--- src/sha256_hash_engine_macros.svh ---
// Assertion macros shared by the SHA-256 engine RTL.
// Needs a clock named aclk and an active-low reset named aresetn in scope.
`ifndef SHA256_HASH_ENGINE_MACROS_SVH
`define SHA256_HASH_ENGINE_MACROS_SVH
`ifndef SYNTHESIS
// Same-cycle implication, disabled during reset
`define SHA_ASSERT_NOW(label, ante, cons) \
    label: assert property (@(posedge aclk) disable iff (!aresetn) (ante) |-> (cons)) \
        else $error("sha256 engine check failed");
// Next-cycle implication, disabled during reset
`define SHA_ASSERT_NEXT(label, ante, cons) \
    label: assert property (@(posedge aclk) disable iff (!aresetn) (ante) |=> (cons)) \
        else $error("sha256 engine check failed");
`else
`define SHA_ASSERT_NOW(label, ante, cons)
`define SHA_ASSERT_NEXT(label, ante, cons)
`endif
`endif

--- src/sha256_pkg.sv ---
// Shared types, constants and functions of the SHA-256 engine.
// No dependencies; imported by the message buffer, the round unit and the top level.
`timescale 1ns / 1ps
`default_nettype none

package sha256_pkg;

    localparam int LEN_W   = 61;
    localparam int LANES   = 64;

    // Controls for the message buffer / schedule
    typedef struct packed {
        logic        shift;      // advance schedule by one word
        logic        wr_en;      // merge message bytes at wr_base
        logic [5:0]  wr_base;
        logic [2:0]  wr_count;
        logic [31:0] wr_data;    // first byte in bits 31..24
        logic        mark_en;    // 0x80 at wr_base, zeros above it
        logic        len_en;     // length into bytes 56..63
        logic        clear_en;   // zeros into bytes 0..55
        logic [63:0] len_bits;
    } msg_ctrl_t;

    // Controls for the round unit
    typedef struct packed {
        logic       hash_init;   // back to the initial hash value
        logic       var_load;    // a..h <= hash
        logic       round_en;    // one compression round
        logic       fold;        // hash += a..h
        logic [5:0] round;
    } core_ctrl_t;

    function automatic logic [31:0] big_sigma0(input logic [31:0] x);
        return {x[1:0], x[31:2]} ^ {x[12:0], x[31:13]} ^ {x[21:0], x[31:22]};
    endfunction

    function automatic logic [31:0] big_sigma1(input logic [31:0] x);
        return {x[5:0], x[31:6]} ^ {x[10:0], x[31:11]} ^ {x[24:0], x[31:25]};
    endfunction

    function automatic logic [31:0] small_sigma0(input logic [31:0] x);
        return {x[6:0], x[31:7]} ^ {x[17:0], x[31:18]} ^ {3'b000, x[31:3]};
    endfunction

    function automatic logic [31:0] small_sigma1(input logic [31:0] x);
        return {x[16:0], x[31:17]} ^ {x[18:0], x[31:19]} ^ {10'b0, x[31:10]};
    endfunction

    // Initial hash value
    function automatic logic [31:0] iv_word(input logic [2:0] i);
        logic [31:0] v;
        case (i)
            3'd0:    v = 32'h6a09e667;
            3'd1:    v = 32'hbb67ae85;
            3'd2:    v = 32'h3c6ef372;
            3'd3:    v = 32'ha54ff53a;
            3'd4:    v = 32'h510e527f;
            3'd5:    v = 32'h9b05688c;
            3'd6:    v = 32'h1f83d9ab;
            default: v = 32'h5be0cd19;
        endcase
        return v;
    endfunction

    // Round constants
    function automatic logic [31:0] round_k(input logic [5:0] i);
        logic [31:0] k;
        case (i)
            6'd0:  k = 32'h428a2f98;  6'd1:  k = 32'h71374491;
            6'd2:  k = 32'hb5c0fbcf;  6'd3:  k = 32'he9b5dba5;
            6'd4:  k = 32'h3956c25b;  6'd5:  k = 32'h59f111f1;
            6'd6:  k = 32'h923f82a4;  6'd7:  k = 32'hab1c5ed5;
            6'd8:  k = 32'hd807aa98;  6'd9:  k = 32'h12835b01;
            6'd10: k = 32'h243185be;  6'd11: k = 32'h550c7dc3;
            6'd12: k = 32'h72be5d74;  6'd13: k = 32'h80deb1fe;
            6'd14: k = 32'h9bdc06a7;  6'd15: k = 32'hc19bf174;
            6'd16: k = 32'he49b69c1;  6'd17: k = 32'hefbe4786;
            6'd18: k = 32'h0fc19dc6;  6'd19: k = 32'h240ca1cc;
            6'd20: k = 32'h2de92c6f;  6'd21: k = 32'h4a7484aa;
            6'd22: k = 32'h5cb0a9dc;  6'd23: k = 32'h76f988da;
            6'd24: k = 32'h983e5152;  6'd25: k = 32'ha831c66d;
            6'd26: k = 32'hb00327c8;  6'd27: k = 32'hbf597fc7;
            6'd28: k = 32'hc6e00bf3;  6'd29: k = 32'hd5a79147;
            6'd30: k = 32'h06ca6351;  6'd31: k = 32'h14292967;
            6'd32: k = 32'h27b70a85;  6'd33: k = 32'h2e1b2138;
            6'd34: k = 32'h4d2c6dfc;  6'd35: k = 32'h53380d13;
            6'd36: k = 32'h650a7354;  6'd37: k = 32'h766a0abb;
            6'd38: k = 32'h81c2c92e;  6'd39: k = 32'h92722c85;
            6'd40: k = 32'ha2bfe8a1;  6'd41: k = 32'ha81a664b;
            6'd42: k = 32'hc24b8b70;  6'd43: k = 32'hc76c51a3;
            6'd44: k = 32'hd192e819;  6'd45: k = 32'hd6990624;
            6'd46: k = 32'hf40e3585;  6'd47: k = 32'h106aa070;
            6'd48: k = 32'h19a4c116;  6'd49: k = 32'h1e376c08;
            6'd50: k = 32'h2748774c;  6'd51: k = 32'h34b0bcb5;
            6'd52: k = 32'h391c0cb3;  6'd53: k = 32'h4ed8aa4a;
            6'd54: k = 32'h5b9cca4f;  6'd55: k = 32'h682e6ff3;
            6'd56: k = 32'h748f82ee;  6'd57: k = 32'h78a5636f;
            6'd58: k = 32'h84c87814;  6'd59: k = 32'h8cc70208;
            6'd60: k = 32'h90befffa;  6'd61: k = 32'ha4506ceb;
            6'd62: k = 32'hbef9a3f7;  6'd63: k = 32'hc67178f2;
            default: k = 32'h0;
        endcase
        return k;
    endfunction

endpackage

`default_nettype wire

--- src/sha256_hash_engine.sv ---
// SHA-256 engine top level: request sequencer, byte packing, length count and
// digest output; instantiates sha256_msg_sched and sha256_core, uses sha256_pkg.
// Each request carries one big-endian word with 0 to 4 valid bytes (count in
// tdata, values above 4 count as 4); tlast ends the message and the eight
// digest words follow h0 first, tlast on the eighth. One request is handled at
// a time: each word is accepted, then its bytes are merged, and each full
// 64-byte block adds 64 rounds on the single round unit, a fold and a resume
// (the load shares the merge cycle). The last word adds padding with the load,
// 64 rounds and a fold, and a second such pass when the length needs an extra
// block, then the digest words, one per accepted word.
`timescale 1ns / 1ps
`default_nettype none

module sha256_hash_engine (
    input  wire         aclk,
    input  wire         aresetn,
    input  wire         s_tvalid,
    output logic        s_tready,
    input  wire  [39:0] s_tdata,   // [31:0] data_word, [34:32] byte_count, [39:35] zero
    input  wire         s_tlast,   // last_item
    output logic        m_tvalid,
    input  wire         m_tready,
    output logic [39:0] m_tdata,   // [31:0] digest_word, [34:32] word_index, [39:35] zero
    output logic        m_tlast    // digest_last
);
    import sha256_pkg::*;
    `include "sha256_hash_engine_macros.svh"

    localparam logic [2:0] ST_IDLE   = 3'd0;
    localparam logic [2:0] ST_ABSORB = 3'd1;
    localparam logic [2:0] ST_PAD    = 3'd2;
    localparam logic [2:0] ST_LEN    = 3'd3;
    localparam logic [2:0] ST_ROUND  = 3'd4;
    localparam logic [2:0] ST_FOLD   = 3'd5;
    localparam logic [2:0] ST_OUT    = 3'd6;

    // Where to go after a block is folded in
    localparam logic [1:0] RET_ABSORB = 2'd0;
    localparam logic [1:0] RET_LEN    = 2'd1;
    localparam logic [1:0] RET_OUT    = 2'd2;

    localparam logic [5:0] LAST_ROUND = 6'd63;
    localparam logic [5:0] LEN_START  = 6'd55;   // last marker slot with room for length
    localparam logic [2:0] MAX_BYTES  = 3'd4;
    localparam logic [2:0] IDX_LAST   = 3'd7;
    localparam logic [6:0] BLOCK_SZ   = 7'd64;

    logic [2:0]        state_reg, state_next;
    logic [1:0]        ret_reg, ret_next;
    logic [5:0]        round_reg, round_next;
    logic [5:0]        fill_reg, fill_next;
    logic [LEN_W-1:0]  total_reg, total_next;
    logic [31:0]       pend_reg, pend_next;
    logic [2:0]        rem_reg, rem_next;
    logic              last_reg, last_next;
    logic [2:0]        idx_reg, idx_next;

    logic [6:0]        space;
    logic [2:0]        n_bytes;
    logic [6:0]        fill_sum;
    logic [2:0]        cnt_sat;
    logic              go_round;
    logic              hash_init;
    logic [31:0]       sched_w;
    logic [31:0]       digest;
    msg_ctrl_t         msg_ctrl;
    core_ctrl_t        core_ctrl;

    // Bytes that fit into the current block
    assign space    = BLOCK_SZ - {1'b0, fill_reg};
    assign n_bytes  = ({4'b0, rem_reg} < space) ? rem_reg : space[2:0];
    assign fill_sum = {1'b0, fill_reg} + {4'b0, n_bytes};
    assign cnt_sat  = (s_tdata[34:32] > MAX_BYTES) ? MAX_BYTES : s_tdata[34:32];

    // Sequencer
    always_comb begin
        state_next = state_reg;
        ret_next   = ret_reg;
        round_next = round_reg;
        fill_next  = fill_reg;
        total_next = total_reg;
        pend_next  = pend_reg;
        rem_next   = rem_reg;
        last_next  = last_reg;
        idx_next   = idx_reg;
        go_round   = 1'b0;
        hash_init  = 1'b0;
        case (state_reg)
            ST_IDLE: begin
                if (s_tvalid) begin
                    pend_next  = s_tdata[31:0];
                    rem_next   = cnt_sat;
                    last_next  = s_tlast;
                    state_next = ST_ABSORB;
                end
            end
            ST_ABSORB: begin
                total_next = total_reg + LEN_W'(n_bytes);
                rem_next   = rem_reg - n_bytes;
                pend_next  = pend_reg << {n_bytes, 3'b000};
                if (fill_sum == BLOCK_SZ) begin
                    fill_next = '0;
                    ret_next  = RET_ABSORB;
                    go_round  = 1'b1;
                end else begin
                    fill_next = fill_sum[5:0];
                    if (rem_reg == n_bytes) begin
                        state_next = last_reg ? ST_PAD : ST_IDLE;
                    end
                end
            end
            ST_PAD: begin
                fill_next = '0;
                ret_next  = (fill_reg <= LEN_START) ? RET_OUT : RET_LEN;
                go_round  = 1'b1;
            end
            ST_LEN: begin
                ret_next = RET_OUT;
                go_round = 1'b1;
            end
            ST_ROUND: begin
                round_next = round_reg + 6'd1;
                if (round_reg == LAST_ROUND) begin
                    state_next = ST_FOLD;
                end
            end
            ST_FOLD: begin
                case (ret_reg)
                    RET_ABSORB: state_next = ST_ABSORB;
                    RET_LEN:    state_next = ST_LEN;
                    RET_OUT:    state_next = ST_OUT;
                    default:    state_next = ST_IDLE;
                endcase
            end
            ST_OUT: begin
                if (m_tready) begin
                    idx_next = idx_reg + 3'd1;
                    if (idx_reg == IDX_LAST) begin
                        hash_init  = 1'b1;
                        total_next = '0;
                        fill_next  = '0;
                        state_next = ST_IDLE;
                    end
                end
            end
            default: state_next = ST_IDLE;
        endcase
        if (go_round) begin
            state_next = ST_ROUND;
            round_next = '0;
        end
    end

    always_ff @(posedge aclk) begin
        if (!aresetn) begin
            state_reg <= ST_IDLE;
            ret_reg   <= RET_ABSORB;
            round_reg <= '0;
            fill_reg  <= '0;
            total_reg <= '0;
            rem_reg   <= '0;
            last_reg  <= 1'b0;
            idx_reg   <= '0;
        end else begin
            state_reg <= state_next;
            ret_reg   <= ret_next;
            round_reg <= round_next;
            fill_reg  <= fill_next;
            total_reg <= total_next;
            rem_reg   <= rem_next;
            last_reg  <= last_next;
            idx_reg   <= idx_next;
        end
    end

    // Payload holding register
    always_ff @(posedge aclk) begin
        pend_reg <= pend_next;
    end

    // Buffer and round unit controls
    always_comb begin
        msg_ctrl.shift    = (state_reg == ST_ROUND);
        msg_ctrl.wr_en    = (state_reg == ST_ABSORB);
        msg_ctrl.wr_base  = fill_reg;
        msg_ctrl.wr_count = n_bytes;
        msg_ctrl.wr_data  = pend_reg;
        msg_ctrl.mark_en  = (state_reg == ST_PAD);
        msg_ctrl.len_en   = ((state_reg == ST_PAD) && (fill_reg <= LEN_START))
                          || (state_reg == ST_LEN);
        msg_ctrl.clear_en = (state_reg == ST_LEN);
        msg_ctrl.len_bits = {total_reg, 3'b000};

        core_ctrl.hash_init = hash_init;
        core_ctrl.var_load  = go_round;
        core_ctrl.round_en  = (state_reg == ST_ROUND);
        core_ctrl.fold      = (state_reg == ST_FOLD);
        core_ctrl.round     = round_reg;
    end

    sha256_msg_sched u_msg (
        .aclk (aclk),
        .ctrl (msg_ctrl),
        .w_o  (sched_w)
    );

    sha256_core u_core (
        .aclk     (aclk),
        .aresetn  (aresetn),
        .ctrl     (core_ctrl),
        .w_i      (sched_w),
        .rd_idx   (idx_reg),
        .digest_o (digest)
    );

    // Ports
    assign s_tready = (state_reg == ST_IDLE);
    assign m_tvalid = (state_reg == ST_OUT);
    assign m_tdata  = {5'b00000, idx_reg, digest};
    assign m_tlast  = (idx_reg == IDX_LAST);

    `SHA_ASSERT_NOW(a_no_overlap, s_tready, !m_tvalid)
    `SHA_ASSERT_NEXT(a_accept_absorb, s_tvalid && s_tready, state_reg == ST_ABSORB)
    `SHA_ASSERT_NOW(a_fill_bound, state_reg == ST_ABSORB, fill_sum <= BLOCK_SZ)
    `SHA_ASSERT_NEXT(a_round_end, (state_reg == ST_ROUND) && (round_reg == LAST_ROUND), state_reg == ST_FOLD)
    `SHA_ASSERT_NEXT(a_digest_done, m_tvalid && m_tready && m_tlast, s_tready && (fill_reg == 6'd0) && (total_reg == '0))

endmodule

`default_nettype wire

--- src/sha256_msg_sched.sv ---
// Message block buffer (64 byte lanes) with byte merge, padding and the
// rolling 16-word message schedule. Depends on sha256_pkg.
`timescale 1ns / 1ps
`default_nettype none

module sha256_msg_sched (
    input  wire                    aclk,
    input  sha256_pkg::msg_ctrl_t  ctrl,
    output logic [31:0]            w_o
);
    import sha256_pkg::*;

    logic [7:0]  buf_reg  [LANES];
    logic [7:0]  buf_next [LANES];
    logic [31:0] word     [16];
    logic [31:0] new_word;

    // Word view of the byte lanes, big-endian
    always_comb begin
        for (int i = 0; i < 16; i++) begin
            word[i] = {buf_reg[4*i], buf_reg[4*i+1], buf_reg[4*i+2], buf_reg[4*i+3]};
        end
    end

    // Schedule expansion: W[t+16] from W[t], W[t+1], W[t+9], W[t+14]
    assign new_word = small_sigma1(word[14]) + word[9] + small_sigma0(word[1]) + word[0];
    assign w_o      = word[0];

    // Per-lane next value
    always_comb begin
        logic [5:0] off;
        off = '0;
        for (int j = 0; j < LANES; j++) begin
            buf_next[j] = buf_reg[j];
            off = 6'(j) - ctrl.wr_base;
            if (ctrl.shift) begin
                if (j < LANES - 4) begin
                    buf_next[j] = buf_reg[6'(j + 4)];
                end else begin
                    buf_next[j] = new_word[8*(LANES-1-j) +: 8];
                end
            end else begin
                // message bytes
                if (ctrl.wr_en && (6'(j) >= ctrl.wr_base) && (off < {3'b000, ctrl.wr_count})) begin
                    buf_next[j] = ctrl.wr_data[8*(3-off[1:0]) +: 8];
                end
                // end marker and zero fill after it
                if (ctrl.mark_en && (6'(j) == ctrl.wr_base)) begin
                    buf_next[j] = 8'h80;
                end else if (ctrl.mark_en && (6'(j) > ctrl.wr_base)) begin
                    buf_next[j] = 8'h00;
                end
                // extra padding block
                if (ctrl.clear_en && (j < LANES - 8)) begin
                    buf_next[j] = 8'h00;
                end
                // bit length, big-endian in the last eight bytes
                if (ctrl.len_en && (j >= LANES - 8)) begin
                    buf_next[j] = ctrl.len_bits[8*(LANES-1-j) +: 8];
                end
            end
        end
    end

    always_ff @(posedge aclk) begin
        for (int j = 0; j < LANES; j++) begin
            buf_reg[j] <= buf_next[j];
        end
    end

endmodule

`default_nettype wire

--- src/sha256_core.sv ---
// Compression round unit: hash state, a..h working registers and the one
// shared round datapath. Depends on sha256_pkg.
`timescale 1ns / 1ps
`default_nettype none

module sha256_core (
    input  wire                    aclk,
    input  wire                    aresetn,
    input  sha256_pkg::core_ctrl_t ctrl,
    input  wire  [31:0]            w_i,
    input  wire  [2:0]             rd_idx,
    output logic [31:0]            digest_o
);
    import sha256_pkg::*;

    logic [31:0] hash_reg [8];
    logic [31:0] var_reg  [8];
    logic [31:0] t1;
    logic [31:0] t2;
    logic [31:0] ch;
    logic [31:0] maj;

    // Round function
    assign ch  = (var_reg[4] & var_reg[5]) ^ (~var_reg[4] & var_reg[6]);
    assign maj = (var_reg[0] & var_reg[1]) ^ (var_reg[0] & var_reg[2])
               ^ (var_reg[1] & var_reg[2]);
    assign t1  = var_reg[7] + big_sigma1(var_reg[4]) + ch + round_k(ctrl.round) + w_i;
    assign t2  = big_sigma0(var_reg[0]) + maj;

    assign digest_o = hash_reg[rd_idx];

    // Hash state: initial value on reset and after each digest
    always_ff @(posedge aclk) begin
        if (!aresetn || ctrl.hash_init) begin
            for (int i = 0; i < 8; i++) begin
                hash_reg[i] <= iv_word(3'(i));
            end
        end else if (ctrl.fold) begin
            for (int i = 0; i < 8; i++) begin
                hash_reg[i] <= hash_reg[i] + var_reg[i];
            end
        end
    end

    // Working registers
    always_ff @(posedge aclk) begin
        if (ctrl.var_load) begin
            for (int i = 0; i < 8; i++) begin
                var_reg[i] <= hash_reg[i];
            end
        end else if (ctrl.round_en) begin
            var_reg[7] <= var_reg[6];
            var_reg[6] <= var_reg[5];
            var_reg[5] <= var_reg[4];
            var_reg[4] <= var_reg[3] + t1;
            var_reg[3] <= var_reg[2];
            var_reg[2] <= var_reg[1];
            var_reg[1] <= var_reg[0];
            var_reg[0] <= t1 + t2;
        end
    end

endmodule

`default_nettype wire

--- config.mk ---
export PLATFORM = sky130hd
export DESIGN_NAME = sha256_hash_engine
export DESIGN_NICKNAME = d
export VERILOG_FILES = /design/src/sha256_pkg.sv /design/src/sha256_hash_engine.sv /design/src/sha256_msg_sched.sv /design/src/sha256_core.sv
export VERILOG_INCLUDE_DIRS = /design/src /design/src/src
export SDC_FILE = /design/constraint.sdc
export NUM_CORES = 2
export LEC_CHECK = 0
export BUFFER_PORTS_ARGS = -buffer_cell sky130_fd_sc_hd__buf_2
export CAP_MARGIN = 10
export CELL_PAD_IN_SITES_DETAIL_PLACEMENT = 1
export CELL_PAD_IN_SITES_GLOBAL_PLACEMENT = 1
export CORE_MARGIN = 2
export CORE_UTILIZATION = 47
export DETAILED_ROUTE_END_ITERATION = 10
export PLACE_DENSITY = 0.8
export SETUP_SLACK_MARGIN = 0.1
export SKIP_CTS_REPAIR_TIMING = 1
export SLEW_MARGIN = 20
export SYNTH_ARGS = -nofsm -noshare
export SYNTH_HDL_FRONTEND = slang
export SYNTH_SLANG_ARGS = --single-unit
--- constraint.sdc ---
create_clock -name aclk -period 11.7 [get_ports aclk]
set_input_delay 2.34 -clock aclk [delete_from_list [all_inputs] [get_ports aclk]]
set_output_delay 2.34 -clock aclk [all_outputs]
set_load 0.02 [all_outputs]
==> Word level (Yosys, flattened, before mapping) <==
Memory sizes are Yosys's and may differ from the RTL's. A register that Yosys moved wholly into a read port is not among the register bits.
Index checks and enable logic that the tools add are counted.
{ "totals": {"regBits": 117, "latchBits": 0, "mem_bits_rw": 1024, "rom_bits": 2048, "in_bits": 45, "output_inout_bits": 43, "wordCells": 1264, "memories": 4} }
{ "op_classes": {"addsub": 152, "mul": 0, "div": 0, "n_lt_le_gt_ge": 195, "n_eq_ne": 137, "shifts": 65, "n_mux": 389, "bitwise": 35, "n_reduce_logical": 277} }
{ "mem_list": {"columns": ["name", "depth", "word_bits", "read_ports", "rd_clocked_by_memory_dff", "wr", "line", "source"], "rows": [
  ["(name not given)", 64, 32, 1, 1, 0, "sha256_pkg.sv:68", "case (i)"],
  ["u_msg.buf_reg", 64, 8, 64, 0, 64, "sha256_msg_sched.sv:13", "logic [7:0] buf_reg [LANES];"],
  ["u_core.hash_reg", 8, 32, 9, 1, 8, "sha256_core.sv:16", "logic [31:0] hash_reg [8];"],
  ["u_core.var_reg", 8, 32, 8, 0, 8, "sha256_core.sv:17", "logic [31:0] var_reg [8];"]
]} }
{ "op_table": {"columns": ["cell", "n"], "rows": [
  ["$mux W8", 320],
  ["$shiftx A32 B33 Y8", 64],
  ["$mux W32", 25],
  ["$add A32 B32 Y32", 18],
  ["$lt A6 B3 Y1", 64],
  ["$xor A32 B32 Y32", 9],
  ["$logic_and A1 B1 Y1", 257],
  ["$ne A5 B5 Y1 const B", 48],
  ["$eq A6 B6 Y1 const A", 32],
  ["$ge A6 B6 Y1 const A", 32],
  ["$gt A6 B6 Y1 const A", 32],
  ["$sub A2 B2 Y3 const A", 64],
  ["$sub A6 B6 Y6 const A", 32],
  ["$and A32 B32 Y32", 5],
  ["$mux W61", 2],
  ["$pmux W61 S2", 1],
  ["$eq A5 B6 Y1 const A", 16],
  ["$ge A5 B6 Y1 const A", 16],
  ["$gt A5 B6 Y1 const A", 16],
  ["$sub A5 B6 Y6 const A", 16],
  ["$pmux W32 S2", 1],
  ["$add A61 B3 Y61", 1],
  ["$eq A4 B6 Y1 const A", 8],
  ["$ge A4 B6 Y1 const A", 8],
  ["62 further kinds", 163]
]} }

==> Logic depth before layout (Yosys ltp) <==
{ "logic_depth": {"word_depth": 10, "ltp_mapped": 33, "ltp_nobuf": 29} }

==> Cells and area by module <==
Synthesis repeated with hierarchy kept, for this count alone.
{ "unflattened": {"cells_unflattened": 8327, "hier_area_um2": 82439.1} }
{ "by_module_without_submodules": {"columns": ["mod", "instances", "cells_each", "area_per_inst_um2", "seq_area_each_um2"], "rows": [
  ["sha256_core", 1, 4859, 45067.0, 15374.7],
  ["sha256_msg_sched", 1, 2693, 30614.4, 15374.7],
  ["sha256_hash_engine", 1, 775, 6757.7, 2662.6]
]} }

==> Least setup slack after synthesis <==
OpenSTA, ideal clock, no wires.
{ "synth_timing": {"path_kind": "reg-to-reg", "start": "reg fill_reg[0]", "end": "mem u_core.var_reg[0][0], enable pin", "arrival_time_ps": 9299, "required_ps": 9750, "setup_slack_ps": 451, "path_stages_with_launch": 22, "n_path_buf": 6, "synth_period_minus_slack_ps": 11249, "cell_sequence": "dfxtp_1 -> clkbuf_1 -> inv_1 -> clkbuf_1 -> ha_1 -> clkbuf_1 -> clkbuf_1 -> inv_1 -> ha_1 -> a21o_1 -> a21oi_1 -> or4_1 -> buf_2 -> a21oi_1 -> buf_4 -> inv_1 -> ha_1 -> fa_1 -> xnor2_1 -> and4_1 -> a41oi_4 -> nand2_1"} }
{ "synth_rtl": {"columns": ["element", "line", "source"], "rows": [
  ["from (decl)", "sha256_hash_engine.sv:51", "logic [5:0] fill_reg, fill_next;"],
  ["from (signal assigned)", "sha256_hash_engine.sv:168", "fill_reg <= fill_next;"],
  ["to (decl)", "sha256_core.sv:17", null]
]} }

==> summary.md <==
| Metric | Value |
|---|---|
| Synth top area share | `just under 40%` |
| CTS H-tree lvls | `4` |
| Placer Congestion | `0.993` |
| Post-synthesis register bit count | `1176` |
| FP Rows | `roughly 150` |
| Yosys warnings | `0` |
| Core area | `0.172 mm^2` |
| Global-route wire length before repair | `462000 um` |
| Total Power | `30.8 mW` |
| Initial antenna violation count | `2` |
| Vias per cell | `roughly 6.5` |
| Final Max Slew Viols | `0` |
| Setup Skew | `0.0507 ns` |
| Hold WS | `0.461 ns` |
| Status | `completed` |
| Synthesized area per cell | `roughly 10 um^2` |
| FFs w/ async S/R, synth | `0%` |
| Maximum vdd ir drop | `between 0.4 and 0.5 mV` |
| Sink Count | `1176` |
| Slew headroom | `16.9%` |
| Post-route ant nets | `0` |
| Psw | `14.8 mW` |
| Crit share post-route | `between 70% and 80%` |
| Synthesized area | `0.0814 mm^2` |
| Largest area contributor in the netlist | `edfxtp_1` |
| Drt first pass iters | `6` |
| F_max | `0.116 GHz` |
| Gr usage total | `35.1%` |
| Cells after Synth | `8109` |
| Post-synth EDFFs | `~1.1k` |
| Switch share | `between 40% and 50%` |
| Startpoint Class | `flip-flop` |
| Die area | `~0.18 mm^2` |
| Routed wire per std cell | `~30 um` |
| CP Capture Type | `flip-flop` |
| Total number of vias | `68.0k` |
| Worst Tran Pin Value | `1.24 ns` |
| Top-count cell post-synth | `nand2_1` |
| Comb power frac | `around two thirds` |
| Max reg flops | `~510` |
| CTS tree | `yes` |
| Max-cap viol count | `0` |
| Final setup fails | `0` |
| Worst min path class | `reg2reg` |
| Sequential power share | `19.7%` |
| Top FF cell, synth | `edfxtp_1` |
| Fraction of layout cells with a size suffix above 1 | `8.05%` |
| Initial core utilization | `47.4%` |
| Finished Cell Area | `0.0889 mm^2` |
| Critical path's slowest cell | `ha_1` |
| Vias in the first global route | `69.4k` |
| Clock network fraction of total power | `15.1%` |
| Chip Height | `420 um` |
| Post-DP HPWL | `230000 um` |
| Ant. Diodes | `0` |
| PortBufs | `77` |
| Area contributors post-synth | `edfxtp_1 39%, ha_1 6.7%, nand2_1 5.4%` |
| Worst skew pair latency | `0.85 ns` |
| Unique cell type count in the Yosys netlist | `106` |
| CTS Root Buffer Type | `clkbuf_16` |
| Remaining DRCs | `0` |
| Die width | `420 um` |
| WP data arrival | `9.29 ns` |
| Leakage | `34.2 nW` |
| Final Hold Fails | `0` |
| Num CTS Buffers | `~140` |
| Required time worst endpoint | `12.39 ns` |
| Total Wirelength | `314000 um` |
| Critical path class | `reg2reg` |
| Clock Tree Buf Depth | `3` |
| Gr ovfl total | `0` |
| Nets | `~8.7k` |
| Int Pwr | `16.0 mW` |
| Placed inst area | `0.0841 mm^2` |
| Pwr dens | `around 350 mW/mm^2` |
| Area growth from synthesis to layout | `9.26%` |
| TNS Setup | `0 ns` |
| Unrepaired setup endpoints after global routing | `false` |
| Worst-path clk slew | `0.06 ns` |
| Top cell types by occurrence after synthesis | `1167 x nand2_1, 1056 x edfxtp_1, 532 x nor2_1, 503 x a21oi_1, 497 x o21ai_0` |
| Register area share after synthesis | `between 40% and 50%` |
| Largest net degree at the start of global routing | `192` |
| Initial drt markers | `around 6.7k` |
| Crit path time final | `8.60 ns` |
| Worst-path maximum fanout | `21` |
| Slowest Stage Delay on Critical Path | `0.93 ns` |
| I/O pins | `88` |
## metal layers
metal | global-route usage (%) | routed length, um
met2 | 56.2 | 145000
met4 | 22.2 | 22400
met1 | 44.2 | 124000
met3 | 5.96 | 22600
met5 | 0 | 13
## metrics by stage
stage	std cells	utilization, %	worst slack (ns)
floorplan	8113	-	0.451
global placement	10200	49.0	3.45
detailed placement	10200	49.0	3.33
CTS	10400	51.7	3.27
global route	10400	51.8	2.68
finish	10400	51.8	3.10
## final timing paths
| check | start | endpoint | slack [ns] | cells after the start |
|---|---|---|---|---|
| worst min-delay path | last_reg | last_reg | 0.46 | 2 |
| worst max-delay path | fill_reg[1] | flip-flop | 3.10 | 26 |
| worst min register to register | last_reg | last_reg | 0.46 | 2 |
| worst max register to register | fill_reg[1] | flip-flop | 3.10 | 26 |
## power groups by stage
stage,logic (mW),clock network [mW],registers (mW)
floorplan,14.0,0,5.87
global placement,18.8,0,6.09
detailed placement,19.5,0,6.12
CTS,19.7,4.67,6.04
global route,21.8,4.81,6.08
finish,20.0,4.65,6.06
## layout by cell type, fill, tap and decap left out, types with 33 or more instances in the layout
cell type / Yosys / layout
a211oi_1: 77 / 76
a21o_1: 182 / 182
a21oi_1: 503 / 502
a221oi_1: 60 / 60
a22o_1: 407 / 407
a31oi_1: 76 / 75
and3_1: 58 / 57
buf_2: 24 / 77
buf_4: 10 / 126
clkbuf_1: 360 / 36
clkbuf_16: 0 / 146
dfxtp_1: 120 / 115
edfxtp_1: 1056 / 1056
fa_1: 198 / 198
ha_1: 437 / 437
inv_1: 377 / 377
mux2_2: 42 / 42
mux2i_1: 43 / 43
mux4_2: 95 / 95
nand2_1: 1167 / 1164
nand2b_1: 83 / 82
nand3_1: 136 / 135
nand4_1: 39 / 39
nor2_1: 532 / 529
nor2b_1: 61 / 61
nor3_1: 95 / 95
o211ai_1: 55 / 55
o21a_1: 62 / 62
o21ai_0: 497 / 479
o21bai_1: 34 / 34
o31ai_1: 38 / 33
or3_1: 38 / 38
xnor2_1: 431 / 429
xor2_1: 200 / 198
## area by class of cell
| class | instances | area [um^2] |
|---|---|---|
| fillers | 18700 | 82800 |
| multi-input cells | 6092 | 44300 |
| flip-flops and latches | 1176 | 34100 |
| clock buffers | 189 | 3880 |
| well taps | 2310 | 2890 |
| inverters | 381 | 1430 |
| repair buffers | 206 | 1390 |
| clock inverters | 71 | 841 |
## cell families (layout without fill, tap and decap cells)
family	count (synthesis)	after routing	synth area share [%]
flops	1176	1176	41.9
buf+inv	845	847	3.98
fa+ha+maj	657	657	11.9
xor+xnor	632	632	6.81
compound gates	2280	2280	19.0
other cells	1	5	0.00461
simple gates	2337	2337	12.6
mux	181	181	3.77
## critical path: cells and delay by family (launching register included)
family          cells  cell delay [ns]
compound gates      8             1.47
xor+xnor            1             0.16
fa+ha+maj           5             2.71
buf+inv             6             1.44
flops               1             0.33
simple gates        6             2.32
Power figures use the tool's default switching activity.
